**src/ehd_pkg.sv**
```systemverilog
// shared types, constants and the holiday offset table for the holy day date unit
package ehd_pkg;

    localparam int YEAR_W    = 14;
    localparam int HOLIDAY_W = 3;
    localparam int MONTH_W   = 4;
    localparam int DAY_W     = 5;
    localparam int DOY_W     = 7;
    localparam int DOYX_W    = 8;

    localparam logic [HOLIDAY_W-1:0] HOLY_FIRST = 3'd0;
    localparam logic [HOLIDAY_W-1:0] HOLY_LAST  = 3'd5;

    // easter as day of year plus the leap flag
    typedef struct packed {
        logic [DOY_W-1:0] edoy;
        logic             leap;
    } ehd_res_t;

    // day offset from easter, two's complement in DOYX_W bits
    function automatic logic [DOYX_W-1:0] holy_offset(input logic [HOLIDAY_W-1:0] idx);
        logic [DOYX_W-1:0] ofs;
        case (idx)
            3'd0:    ofs = 8'd207;
            3'd1:    ofs = 8'd209;
            3'd2:    ofs = 8'd254;
            3'd3:    ofs = 8'd0;
            3'd4:    ofs = 8'd39;
            3'd5:    ofs = 8'd49;
            default: ofs = 8'd0;
        endcase
        return ofs;
    endfunction

endpackage

```
**src/easter_holy_day_dates_unit.sv**
```systemverilog
// holy day date unit: gregorian year in, six dated holiday results out
//
// a request on the s_ side carries a year in s_tdata[13:0]; it is taken when
// s_tvalid and s_tready are both high. for each year six results leave on the
// m_ side, one per accepted transfer: carnival start, carnival end, good
// friday, easter, ascension, whitsun. m_tuser holds the holiday index,
// m_tdata holds month and day, m_tlast marks the sixth result.
// the first result reaches m_tvalid through the nine computus stages, the
// hold register and the output register.
// the single result port sends the six results of a year one by one; the
// next year waits in the pipeline while the current one is sent out.
// reset clears all valid bits, so the pipeline and output come up empty.
// when the receiver holds m_tready low, the output and hold registers keep
// their contents, valid stages close up over empty ones, and s_tready drops
// once the pipeline is full; nothing is lost or repeated.
module easter_holy_day_dates_unit
(
    input  logic        clk,
    input  logic        rst_n,
    input  logic        s_tvalid,
    output logic        s_tready,
    input  logic [15:0] s_tdata,   // year[13:0], zero[15:14]
    output logic        m_tvalid,
    input  logic        m_tready,
    output logic [15:0] m_tdata,   // month[3:0], day_of_month[8:4], zero[15:9]
    output logic [2:0]  m_tuser,   // holiday[2:0]
    output logic        m_tlast
);

    logic                         cmp_valid;
    logic                         cmp_ready;
    ehd_pkg::ehd_res_t            cmp_res;
    logic [ehd_pkg::MONTH_W-1:0]  res_month;
    logic [ehd_pkg::DAY_W-1:0]    day_of_month;

    ehd_computus u_computus
    (
        .clk       (clk),
        .rst_n     (rst_n),
        .in_valid  (s_tvalid),
        .in_ready  (s_tready),
        .in_year   (s_tdata[ehd_pkg::YEAR_W-1:0]),
        .out_valid (cmp_valid),
        .out_ready (cmp_ready),
        .out_res   (cmp_res)
    );

    ehd_expand u_expand
    (
        .clk          (clk),
        .rst_n        (rst_n),
        .in_valid     (cmp_valid),
        .in_ready     (cmp_ready),
        .in_res       (cmp_res),
        .out_valid    (m_tvalid),
        .out_ready    (m_tready),
        .holiday      (m_tuser),
        .month        (res_month),
        .day_of_month (day_of_month),
        .last         (m_tlast)
    );

    assign m_tdata = {7'd0, day_of_month, res_month};

endmodule

```
**src/ehd_computus.sv**
```systemverilog
// nine stage pipeline computing easter as a day of the year
module ehd_computus
(
    input  logic                        clk,
    input  logic                        rst_n,
    input  logic                        in_valid,
    output logic                        in_ready,
    input  logic [ehd_pkg::YEAR_W-1:0]  in_year,
    output logic                        out_valid,
    input  logic                        out_ready,
    output ehd_pkg::ehd_res_t           out_res
);

    localparam int NUM_STAGES = 9;

    typedef struct packed {
        logic [13:0] year;
        logic [7:0]  b;
        logic [9:0]  q19;
        logic [4:0]  a;
        logic [6:0]  c;
        logic [2:0]  f;
        logic [5:0]  g;
        logic [9:0]  xh;
        logic        leap;
        logic [4:0]  qh;
        logic [4:0]  h;
        logic [6:0]  lx;
        logic [3:0]  ql;
        logic [2:0]  l;
        logic [8:0]  mx;
        logic [6:0]  edoy;
    } cmp_t;

    cmp_t                  st_reg  [NUM_STAGES];
    cmp_t                  st_next [NUM_STAGES];
    logic [NUM_STAGES-1:0] vld_reg;
    logic [NUM_STAGES-1:0] vld_next;
    logic [NUM_STAGES:0]   adv;

    logic [26:0] prod_b;
    logic [29:0] prod_19;
    logic [13:0] rem_100;
    logic [13:0] rem_19;
    logic [14:0] prod_f;
    logic [7:0]  gx;
    logic [15:0] prod_g;
    logic [20:0] prod_h;
    logic [9:0]  rem_h;
    logic [14:0] prod_l;
    logic [6:0]  rem_l;
    logic        m;

    assign adv[NUM_STAGES] = out_ready;

    genvar gi;
    generate
        for (gi = 0; gi < NUM_STAGES; gi++) begin : g_stage
            assign adv[gi] = !vld_reg[gi] || adv[gi+1];
            if (gi == 0) begin : g_first
                assign vld_next[gi] = in_valid;
            end
            else begin : g_rest
                assign vld_next[gi] = vld_reg[gi-1];
            end

            always_ff @(posedge clk or negedge rst_n)
            begin
                if (!rst_n)
                begin
                    vld_reg[gi] <= 1'b0;
                end
                else if (adv[gi])
                begin
                    vld_reg[gi] <= vld_next[gi];
                end
            end

            always_ff @(posedge clk)
            begin
                if (adv[gi])
                begin
                    st_reg[gi] <= st_next[gi];
                end
            end
        end
    endgenerate

    always_comb
    begin
        // stage 0: quotients by 100 and 19
        st_next[0]      = '0;
        st_next[0].year = in_year;
        prod_b          = 27'(in_year) * 27'd5243;
        prod_19         = 30'(in_year) * 30'd55189;
        st_next[0].b    = prod_b[26:19];
        st_next[0].q19  = prod_19[29:20];

        // stage 1: remainders and f
        st_next[1]   = st_reg[0];
        rem_100      = st_reg[0].year - 14'(st_reg[0].b) * 14'd100;
        rem_19       = st_reg[0].year - 14'(st_reg[0].q19) * 14'd19;
        st_next[1].c = rem_100[6:0];
        st_next[1].a = rem_19[4:0];
        prod_f       = 15'(9'(st_reg[0].b) + 9'd8) * 15'd41;
        st_next[1].f = prod_f[12:10];

        // stage 2: g
        st_next[2]   = st_reg[1];
        gx           = st_reg[1].b - 8'(st_reg[1].f) + 8'd1;
        prod_g       = 16'(gx) * 16'd171;
        st_next[2].g = prod_g[14:9];

        // stage 3: sum ahead of the mod 30, leap year flag
        st_next[3]    = st_reg[2];
        st_next[3].xh = 10'(st_reg[2].a) * 10'd19 + 10'(st_reg[2].b)
                        - 10'(st_reg[2].b[7:2]) - 10'(st_reg[2].g) + 10'd15;
        st_next[3].leap = (st_reg[2].c != 7'd0) ? (st_reg[2].year[1:0] == 2'd0)
                                                : (st_reg[2].b[1:0] == 2'd0);

        // stage 4: quotient by 30
        st_next[4]    = st_reg[3];
        prod_h        = 21'(st_reg[3].xh) * 21'd1093;
        st_next[4].qh = prod_h[19:15];

        // stage 5: h and sum ahead of the mod 7
        st_next[5]    = st_reg[4];
        rem_h         = st_reg[4].xh - 10'(st_reg[4].qh) * 10'd30;
        st_next[5].h  = rem_h[4:0];
        st_next[5].lx = 7'd32 + 7'({st_reg[4].b[1:0], 1'b0})
                        + 7'({st_reg[4].c[6:2], 1'b0})
                        - 7'(rem_h[4:0]) - 7'(st_reg[4].c[1:0]);

        // stage 6: quotient by 7
        st_next[6]    = st_reg[5];
        prod_l        = 15'(st_reg[5].lx) * 15'd147;
        st_next[6].ql = prod_l[13:10];

        // stage 7: l and the sum ahead of the 451 compare
        st_next[7]    = st_reg[6];
        rem_l         = st_reg[6].lx - 7'(st_reg[6].ql) * 7'd7;
        st_next[7].l  = rem_l[2:0];
        st_next[7].mx = 9'(st_reg[6].a) + 9'(st_reg[6].h) * 9'd11 + 9'(rem_l[2:0]) * 9'd22;

        // stage 8: easter day of year
        st_next[8]      = st_reg[7];
        m               = (st_reg[7].mx >= 9'd451);
        st_next[8].edoy = 7'(st_reg[7].h) + 7'(st_reg[7].l) + 7'd81 + 7'(st_reg[7].leap)
                          - (m ? 7'd7 : 7'd0);
    end

    assign in_ready     = adv[0];
    assign out_valid    = vld_reg[NUM_STAGES-1];
    assign out_res.edoy = st_reg[NUM_STAGES-1].edoy;
    assign out_res.leap = st_reg[NUM_STAGES-1].leap;

endmodule

```
**src/ehd_expand.sv**
```systemverilog
// sequencer turning one easter date into six dated holiday results
module ehd_expand
(
    input  logic                           clk,
    input  logic                           rst_n,
    input  logic                           in_valid,
    output logic                           in_ready,
    input  ehd_pkg::ehd_res_t              in_res,
    output logic                           out_valid,
    input  logic                           out_ready,
    output logic [ehd_pkg::HOLIDAY_W-1:0]  holiday,
    output logic [ehd_pkg::MONTH_W-1:0]    month,
    output logic [ehd_pkg::DAY_W-1:0]      day_of_month,
    output logic                           last
);

    logic                           hold_vld_reg;
    logic [ehd_pkg::DOY_W-1:0]      edoy_reg;
    logic                           leap_reg;
    logic [ehd_pkg::HOLIDAY_W-1:0]  idx_reg;
    logic [ehd_pkg::HOLIDAY_W-1:0]  idx_next;
    logic                           out_vld_reg;
    logic [ehd_pkg::HOLIDAY_W-1:0]  holiday_reg;
    logic [ehd_pkg::MONTH_W-1:0]    month_reg;
    logic [ehd_pkg::DAY_W-1:0]      day_reg;
    logic                           last_reg;

    logic                           out_load;
    logic                           emit;
    logic                           end_item;
    logic [ehd_pkg::DOYX_W-1:0]     doy;
    logic [ehd_pkg::DOYX_W-1:0]     lp;
    logic [ehd_pkg::DOYX_W-1:0]     day_full;
    logic [ehd_pkg::MONTH_W-1:0]    month_next;
    logic [ehd_pkg::DAY_W-1:0]      day_next;

    assign out_load = !out_vld_reg || out_ready;
    assign emit     = hold_vld_reg && out_load;
    assign end_item = emit && (idx_reg == ehd_pkg::HOLY_LAST);
    assign in_ready = !hold_vld_reg || end_item;

    always_comb
    begin
        idx_next = idx_reg;
        if (end_item)
        begin
            idx_next = ehd_pkg::HOLY_FIRST;
        end
        else if (emit)
        begin
            idx_next = idx_reg + 3'd1;
        end
    end

    // day of year to month and day, january through june
    always_comb
    begin
        doy = 8'(edoy_reg) + ehd_pkg::holy_offset(idx_reg);
        lp  = 8'(leap_reg);
        if (doy <= 8'd31)
        begin
            month_next = 4'd1;
            day_full   = doy;
        end
        else if (doy <= 8'd59 + lp)
        begin
            month_next = 4'd2;
            day_full   = doy - 8'd31;
        end
        else if (doy <= 8'd90 + lp)
        begin
            month_next = 4'd3;
            day_full   = doy - 8'd59 - lp;
        end
        else if (doy <= 8'd120 + lp)
        begin
            month_next = 4'd4;
            day_full   = doy - 8'd90 - lp;
        end
        else if (doy <= 8'd151 + lp)
        begin
            month_next = 4'd5;
            day_full   = doy - 8'd120 - lp;
        end
        else
        begin
            month_next = 4'd6;
            day_full   = doy - 8'd151 - lp;
        end
        day_next = day_full[ehd_pkg::DAY_W-1:0];
    end

    always_ff @(posedge clk or negedge rst_n)
    begin
        if (!rst_n)
        begin
            hold_vld_reg <= 1'b0;
            idx_reg      <= ehd_pkg::HOLY_FIRST;
            out_vld_reg  <= 1'b0;
        end
        else
        begin
            if (in_ready)
            begin
                hold_vld_reg <= in_valid;
            end
            idx_reg <= idx_next;
            if (out_load)
            begin
                out_vld_reg <= hold_vld_reg;
            end
        end
    end

    always_ff @(posedge clk)
    begin
        if (in_ready && in_valid)
        begin
            edoy_reg <= in_res.edoy;
            leap_reg <= in_res.leap;
        end
        if (emit)
        begin
            holiday_reg <= idx_reg;
            month_reg   <= month_next;
            day_reg     <= day_next;
            last_reg    <= (idx_reg == ehd_pkg::HOLY_LAST);
        end
    end

    assign out_valid    = out_vld_reg;
    assign holiday      = holiday_reg;
    assign month        = month_reg;
    assign day_of_month = day_reg;
    assign last         = last_reg;

endmodule
```
**config.mk**
```make
export PLATFORM = sky130hd
export DESIGN_NAME = easter_holy_day_dates_unit
export DESIGN_NICKNAME = d
export VERILOG_FILES = /design/src/ehd_pkg.sv /design/src/easter_holy_day_dates_unit.sv /design/src/ehd_computus.sv /design/src/ehd_expand.sv
export SDC_FILE = /design/constraint.sdc
export NUM_CORES = 1
export LEC_CHECK = 0
export ABC_CLOCK_PERIOD_IN_PS = 6490
export CAP_MARGIN = 40
export CORE_UTILIZATION = 30
export CTS_CLUSTER_DIAMETER = 60
export DETAILED_ROUTE_END_ITERATION = 10
export DONT_BUFFER_PORTS = 1
export PLACE_DENSITY = 0.47
export SYNTH_ARGS = -nofsm -noshare
export SYNTH_HDL_FRONTEND = slang
export SYNTH_SLANG_ARGS = --single-unit
```
**constraint.sdc**
```tcl
create_clock -name clk -period 6.49 [get_ports clk]
set_input_delay 0.3245 -clock clk [delete_from_list [all_inputs] [get_ports clk]]
set_output_delay 0.3245 -clock clk [all_outputs]
set_load 0.1 [all_outputs]
```
==> key figures, run 1 <==
Run status
  – Status: complete, no violations

GRT
  – First-pass GRT wire length: 67480 um
  – Total gr overflow: 0
  – Met3 usage in global routing: 0.01576
  – GRT met2 Usage: 0.1983
  – GRT Max-Usage Layer: met2
  – Initial antenna violation count: 0
  – GR Util met1: 0.1599
  – Total GRT Usage: 0.1179
  – Largest net degree at the start of global routing: 23
  – Vias in the first global route: 13100

Placement
  – GP Congestion: 0.8046
  – DP Wirelength: 33950 um
  – Placed insts: 2787
  – Port Buffers: 0

STA
  – Clock skew: 32.85 ps
  – Crit share post-route: 0.9101
  – TNS Setup: 0 ps
  – Hold Fails Final Rpt: 0
  – Worst slew pin tran: 899.2 ps
  – F_max: 169.3 MHz
  – Setup violations, final: 0
  – Relative slew slack: 0.4018
  – Clock period minus worst slack: 5907 ps
  – Fin. max-slew vios: 0
  – RSZ-0062 raised after global routing: no

CTS
  – H-tree levels: 1
  – Cts repair resizes: 0
  – # clock sinks: 213
  – Maximum root-to-sink buffer count: 3
  – CTS tree: done
  – Clock slew at reported path FFs: 60 ps
  – Worst-Skew Late Latency: 590 ps
  – Root Buffer: clkbuf_16
  – Cts bufs inserted: 30

Setup path
  – Startpoint Class: flop
  – Crit path capture type: flop
  – Max FO, Critical Path: 5
  – Data arrival time of the worst path: 6240 ps
  – FF-to-FF Start: u_computus.st_reg[6][19]$_DFFE_PP_
  – CP Data Required Time: 6820 ps
  – Beginning of the critical path: u_computus.st_reg[6][19]$_DFFE_PP_
  – Crit Path Category: flop to flop

Min path
  – Worst Hold Class: primary input to async pin

Synthesis
  – Area leader, netlist: edfxtp_1
  – Distinct cells, synth: 67
  – Synth Cell Area: 21270 um^2
  – Synth Flop Type: edfxtp_1
  – Flops & latches, synth: 213
  – Synth cell count leaders: inv_1, ha_1, fa_1
  – Mean Syn Cell Area: 11.59 um^2
  – Top cells by area, synth: edfxtp_1, ha_1, fa_1
  – Most frequent cell after synthesis: inv_1
  – Post-synthesis sequential area ratio: 0.2974
  – Async SR Flop Fraction: 0.06573
  – EDFF count, synth: 199
  – Mapped Cells: 1835
  – Yosys warns: 0
  – Top cell type's share of synthesized area: 0.2809

Cells and area
  – Final Net Count: 2568
  – Flip-flop count of the largest register after layout: 179
  – Diode count: 0
  – Non-Filler Instances: 2853
  – Layout area overhead: 12.07%
  – Share of cells above drive strength 1: 0.04861
  – FILL cells: 7136

Routing
  – Via count: 12240
  – DRC Markers: 0
  – Wire per inst: 13.95 um
  – Iter 0 DRT Violations: 350
  – ANT nets after route: 0
  – Via density: 4.292
  – Drt pass-1 iters: 4
  – Final wirelength: 39790 um

Floorplan
  – Die H: 268.3 um
  – Die area: 71970 um^2
  – Top Ports: 42
  – Initial Util: 0.3032
  – Die width: 268.3 um
  – Core ar.: 70150 um^2
  – # rows: 97

Job
  – Max Cap Viol: 0
[worst max-delay path: stages, from the launching register on]
cell and delay, ps:
edfxtp_1 430, ha_1 370, fa_1 440, xnor2_1 140
xnor2_1 140, xnor2_1 440, ha_1 320, ha_1 230
fa_1 500, fa_1 500, inv_1 50, fa_1 460
fa_1 540, inv_1 40, ha_1 330, a21oi_1 160
o21bai_1 100, a21o_1 190, a21oi_1 170, xor2_1 80
[timing repair]
action | 4_1_cts | 5_1_grt
setup buffers | 0 | 0
hold buffers | 10 | 0
setup endpoints to repair | 0 | 0
hold endpoints to repair | 23 | 0
[area by class of cell]
class	count	area, um^2	area share
multi-input combinational	1146	13120	0.5504
sequential	213	6326	0.2654
inverter	471	1768	0.07417
timing repair buffer	27	412.9	0.01732
clock buffer	31	754.5	0.03165
clock inverter	25	280.3	0.01176
tap	940	1176	0.04934
[through the flow]
step | setup WS (ps) | instance area [um^2] | hold slack [ps] | util
CTS | 531.6 | 23840 | 203.1 | 0.3398
global route | 219.1 | 23840 | 258.5 | 0.3398
detailed placement | 545.5 | 22700 | 29.41 | 0.3236
floorplan | 899.9 | 21300 | 28.91 | -
global placement | 638.6 | 22450 | 29.42 | 0.3200
finish | 583.1 | 23840 | 219.1 | 0.3398
[routing by layer]
metal,part of all wire,vias to the layer above
met5,0,-
met4,0.019,0
met3,0.032,46
met2,0.48,75
met1,0.47,5964
li1,-,6159
[cells by family (layout without fill, tap and decap cells)]
logic type / Yosys count / count (layout) / synth area share
other cells: 1 / 8 / 0.0001763
simple gates: 160 / 160 / 0.03982
flops: 213 / 213 / 0.2974
fa+ha+maj: 659 / 659 / 0.4607
xor+xnor: 121 / 121 / 0.05124
compound gates: 191 / 191 / 0.06035
buf+inv: 483 / 554 / 0.08700
mux: 7 / 7 / 0.003294
[layout by cell type, fill, tap and decap left out, drive strengths merged, types with 17 or more instances in the layout]
master	synthesis	final
inv	471	481
ha	452	452
fa	207	207
edfxtp	199	199
xnor2	99	99
a21oi	60	60
nand2	34	34
nor2	34	34
clkbuf	0	31
a21o	29	29
o21ai	29	29
xor2	22	22
buf	12	17
[path summary, 6_finish.rpt]
path,end,slack [ps],cells past startpoint
max in group asynchronous,u_expand.idx_reg[1]$_DFFE_PN0P_,5820,1
min reg2reg,u_computus.st_reg[4][70]$_DFFE_PP_,390,0
min in group clk,u_computus.vld_next[1]$_DFFE_PN0P_,380,2
max,u_computus.st_reg[7][15]$_DFFE_PP_,580,19
min,u_expand.out_valid$_DFFE_PN0N_,220,1
max reg2reg,u_computus.st_reg[7][15]$_DFFE_PP_,580,19
Power of run 1 is not shown: default switching activity piles up to over one toggle a cycle in this logic, so the estimate is an artifact.
==> run 2: changes to the inputs <==
Settings changed: RECOVER_POWER from default to 50.
==> run 2 against run 1 <==
Design area shrank 0.64%. Register-to-register slack hardly changed. Die area is the same. Critical path type unchanged.
==> key figures, run 2 (synthesis gave the netlist of run 1 again) <==
Routing
  – Final wirelength: 39810 um
  – ANT nets after route: 0
  – Wire per inst: 13.95 um
  – Drt pass-1 iters: 4
  – Iter 0 DRT Violations: 377
  – Via density: 4.297
  – DRC Markers: 0
  – Via count: 12260

Run status
  – Status: complete, no violations

Setup path
  – Worst path top cell family by delay: adder cells
  – Startpoint Class: flop
  – CP dominant cell by count: fa_1
  – Buf/Inv on CP: 2
  – CP peak stage delay: 540 ps
  – Worst path cell trace: ha_1 -> fa_1 -> xnor2_1 -> xnor2_1 -> xnor2_1 -> ha_1 -> ha_1 -> fa_1 -> fa_1 -> inv_1 -> fa_1 -> fa_1 -> inv_1 -> ha_1 -> a21oi_1 -> o21bai_1 -> a21o_1 -> a21oi_1 -> xor2_1
  – Slowest CP cell: fa_1
  – Data arrival time of the worst path: 6240 ps
  – Max FO, Critical Path: 5
  – CP Data Required Time: 6820 ps
  – Crit Path Category: flop to flop
  – Crit path capture type: flop

CTS
  – CTS tree: done
  – # clock sinks: 213
  – Root Buffer: clkbuf_16
  – H-tree levels: 1
  – Cts bufs inserted: 30
  – Worst-Skew Late Latency: 590 ps
  – Clock slew at reported path FFs: 60 ps
  – Setup bufs post-CTS: 0
  – Maximum root-to-sink buffer count: 3

Cells and area
  – Diode count: 0
  – Commonest cells after routing, fill and taps aside: inv_1, ha_1, fa_1, edfxtp_1, xnor2_1
  – Final Net Count: 2568
  – Layout area overhead: 11.35%
  – Flip-flop count of the largest register after layout: 179
  – Most common cell after layout, fill and taps aside: inv_1
  – Share of cells above drive strength 1: 0.04443

GRT
  – Vias in the first global route: 13100
  – Total GRT Usage: 0.1179
  – Total gr overflow: 0
  – Initial antenna violation count: 0
  – Largest net degree at the start of global routing: 23
  – First-pass GRT wire length: 67480 um

Placement
  – DP Wirelength: 33950 um
  – GP Congestion: 0.8046
  – Port Buffers: 0

STA
  – Worst slew pin tran: 1203 ps
  – TNS Setup: 0 ps
  – Setup violations, final: 0
  – RSZ-0062 raised after global routing: no
  – Hold Fails Final Rpt: 0
  – F_max: 169.3 MHz
  – Clock skew: 33.06 ps
  – Fin. max-slew vios: 0
  – Clock period minus worst slack: 5907 ps
  – Crit share post-route: 0.9101
  – Relative slew slack: 0.2017

Floorplan
  – Core ar.: 70150 um^2
  – # rows: 97
  – Die width: 268.3 um
  – Initial Util: 0.3032
  – Die area: 71970 um^2
  – Die H: 268.3 um
  – Top Ports: 42

Job
  – Max Cap Viol: 0

Min path
  – Worst Hold Class: primary input to async pin
-- run 2: cell types whose count changed in the layout (fill, tap and decap cells not counted), sizes merged --
cell    previous run  this run
buf               17         9
clkbuf            31        39
-- run 2: worst reg2reg max path, cell delays in order, from the launching register on --
cell and delay, ps:
edfxtp_1 430, ha_1 370, fa_1 440, xnor2_1 140, xnor2_1 140, xnor2_1 440
ha_1 330, ha_1 230, fa_1 500, fa_1 500, inv_1 50, fa_1 460
fa_1 540, inv_1 40, ha_1 330, a21oi_1 160, o21bai_1 100, a21o_1 190
a21oi_1 170, xor2_1 80
-- run 2: worst paths after layout --
kind	start	end	slack, ps	depth (start not counted)
min in group clk	s_tvalid	u_computus.vld_next[1]$_DFFE_PN0P_	380	2
max in group asynchronous	rst_n	u_expand.idx_reg[1]$_DFFE_PN0P_	5820	1
worst min-delay path	rst_n	u_expand.out_valid$_DFFE_PN0N_	220	1
worst max-delay path	u_computus.st_reg[6][19]$_DFFE_PP_	u_computus.st_reg[7][15]$_DFFE_PP_	580	19
worst min register to register	u_computus.st_reg[3][70]$_DFFE_PP_	u_computus.st_reg[4][70]$_DFFE_PP_	390	0
worst max register to register	u_computus.st_reg[6][19]$_DFFE_PP_	u_computus.st_reg[7][15]$_DFFE_PP_	580	19
-- run 2: what timing repair did --
action | 4_1_cts | 5_1_grt
gates resized for setup | 0 | 0
hold buffers | 10 | 0
hold endpoints to repair | 23 | 0
-- run 2: per-stage QoR --
stage	hold slack (ps)	setup slack, ps	util	cells	instance area [um^2]
floorplan	28.91	899.9	-	1842	21300
global placement	29.42	638.6	0.3200	2775	22450
detailed placement	29.41	545.5	0.3236	2787	22700
CTS	203.1	531.6	0.3398	2853	23840
global route	258.5	219.1	0.3376	2853	23690
finish	218.9	583.1	0.3376	2853	23690
-- run 2: layout make-up --
| type | instances | area, um^2 |
|---|---|---|
| Fill cell | 7159 | 46460 |
| Multi-Input combinational cell | 1146 | 13120 |
| Sequential cell | 213 | 6326 |
| Inverter | 471 | 1768 |
| Tap cell | 940 | 1176 |
| Clock buffer | 31 | 754.5 |
| Clock inverter | 25 | 280.3 |
| Timing Repair Buffer | 27 | 260.3 |
-- run 2: metal layers --
metal / share of wire / global-route usage
met1: 0.48 / 0.1599
met4: 0.019 / 0.02764
met5: 0 / 0
met2: 0.48 / 0.1983
met3: 0.028 / 0.01576
Power of run 2 is left out for the same reason.
==> run 3: changes to the inputs <==
Settings changed: BUFFER_PORTS_ARGS from default to -buffer_cell sky130_fd_sc_hd__buf_2, DONT_BUFFER_PORTS 1 to default.
==> run 3 against run 2 <==
Clock skew down 16 ps. Sequential share of layout area about the same. Hold slack worse by 120 ps. First-iteration DRC count up 31%. Critical path depth up 1. Largest cell class unchanged. Utilization about the same. Critical path type is now primary input to flop. Count of clock-buffer cells in the layout unchanged.
==> key figures, run 3 (synthesis gave the netlist of run 1 again) <==
STA
  – Clock skew: 16.77 ps
  – Worst slew pin tran: 1239 ps
  – Clock period minus worst slack: 5968 ps
  – Hold Fails Final Rpt: 0
  – Setup violations, final: 0
  – Fin. max-slew vios: 0
  – Setup slack after layout: 522.2 ps
  – F_max: 167.6 MHz
  – Relative slew slack: 0.1774
  – TNS Setup: 0 ps
  – RSZ-0062 raised after global routing: no
  – Crit share post-route: 0.9195

Routing
  – Final wirelength: 39980 um
  – Drt pass-1 iters: 4
  – Via density: 4.308
  – ANT nets after route: 0
  – Wire per inst: 13.93 um
  – Via count: 12370
  – DRC Markers: 0
  – Iter 0 DRT Violations: 492

Setup path
  – Max FO, Critical Path: 8
  – CP Data Required Time: 6800 ps
  – Reg2Reg Depth: 20
  – FF-to-FF Start: u_computus.st_reg[6][19]$_DFFE_PP_
  – Crit path capture type: flop
  – Crit Path Category: primary input to flop
  – Startpoint Class: primary input
  – Worst r2r dst: u_computus.st_reg[7][15]$_DFFE_PP_
  – Data arrival time of the worst path: 6280 ps
  – Internal reg-to-reg setup slack: 610 ps

Cells and area
  – Share of cells above drive strength 1: 0.04972
  – Flip-flop count of the largest register after layout: 179
  – Layout area overhead: 11.45%
  – Diode count: 0
  – Final Net Count: 2587
  – Commonest cells after routing, fill and taps aside: inv_1, ha_1, fa_1, edfxtp_1, xnor2_1
  – Most common cell after layout, fill and taps aside: inv_1

CTS
  – CTS tree: done
  – Cts bufs inserted: 30
  – Clock slew at reported path FFs: 60 ps
  – Root Buffer: clkbuf_16
  – Worst-Skew Late Latency: 570 ps
  – # clock sinks: 213
  – H-tree levels: 1
  – Maximum root-to-sink buffer count: 3

Placement
  – DP Wirelength: 33850 um
  – Port Buffers: 31
  – GP Congestion: 0.8131
  – Place WS: 288.3 ps

Floorplan
  – # rows: 97
  – Die width: 268.3 um
  – Die H: 268.3 um
  – Core ar.: 70150 um^2
  – Die area: 71970 um^2
  – Initial Util: 0.3032
  – Top Ports: 42

GRT
  – Met3 usage in global routing: 0.01695
  – Total gr overflow: 0
  – Largest net degree at the start of global routing: 24
  – Vias in the first global route: 13090
  – GRT met2 Usage: 0.1959
  – GR Util met1: 0.1587
  – GRT Max-Usage Layer: met2
  – Total GRT Usage: 0.1174
  – First-pass GRT wire length: 67360 um
  – Initial antenna violation count: 1

Min path
  – Worst Hold Class: primary input to flop
  – Worst hold start: m_tready
  – Hold Path Sink: u_expand.out_valid$_DFFE_PN0N_
  – Hold Path Depth: 3

Run status
  – Status: complete, no violations

Job
  – Max Cap Viol: 0
-- run 3: changes by cell type in the layout (fill, tap and decap cells not counted), moves of 2 or more --
cell,delta
buf_2,+11
dlygate4sd3_1,-8
inv_6,-2
buf_4,+3
clkinvlp_4,+2
clkinv_8,-2
inv_8,-4
clkbuf_1,+14
bufinv_16,+2
-- run 3: critical path, stage by stage --
cell and delay, ps:
clkbuf_1 450, inv_1 290, fa_1 580, inv_1 80, ha_1 290, fa_1 480, fa_1 520, fa_1 550
inv_1 60, fa_1 500, inv_1 50, ha_1 190, a2111oi_0 400, o21ai_0 160, a32o_1 240, a31o_2 250
o41a_1 370, a21oi_1 250, o21ba_2 170, xnor2_1 50
-- run 3: how the worst max path moves through the flow --
| stage | startpoint | endpoint | slack (ps) |
|---|---|---|---|
| floorplan | u_computus.st_reg[6][19]$_DFFE_PP_ | u_computus.st_reg[7][15]$_DFFE_PP_ | 900 |
| global placement | s_tdata[5] | u_computus.st_reg[0][76]$_DFFE_PP_ | 330 |
| detailed placement | s_tdata[5] | u_computus.st_reg[0][76]$_DFFE_PP_ | 290 |
| CTS | u_computus.st_reg[1][83]$_DFFE_PP_ | u_computus.st_reg[2][56]$_DFFE_PP_ | 690 |
| global route | u_computus.st_reg[6][19]$_DFFE_PP_ | u_computus.st_reg[7][15]$_DFFE_PP_ | 180 |
| finish | s_tdata[5] | u_computus.st_reg[0][76]$_DFFE_PP_ | 520 |
-- run 3: through the flow --
stage / utilization / hold slack (ps) / cell area [um^2] / std cells
6_report: 0.3379 / 96.17 / 23710 / 2871
5_1_grt: 0.3379 / 97.07 / 23710 / 2871
4_1_cts: 0.3384 / 55.59 / 23740 / 2871
3_5_place_dp: 0.3234 / 238.4 / 22690 / 2814
3_3_place_gp: 0.3224 / 236.3 / 22610 / 2810
2_1_floorplan: - / 28.91 / 21300 / 1842
-- run 3: layout make-up --
cell class | count | area, um^2
sequential | 213 | 6326
multi-input combinational | 1146 | 13120
timing repair buffer | 46 | 282.8
tap | 940 | 1176
clock buffer | 31 | 754.5
inverter | 471 | 1768
clock inverter | 24 | 277.8
fill | 7093 | 46440
-- run 3: what timing repair did --
action | CTS | global route
hold buffers | 2 | 0
setup buffers | 0 | 0
endpoints found under the hold margin | 15 | 0
resized for setup | 0 | 0
-- run 3: layer usage --
metal	wire, um	share of wire
met1	19290	0.48
met4	823	0.021
met3	1229	0.031
met5	13	0.00033
met2	18620	0.47
Power of run 3 is left out for the same reason.
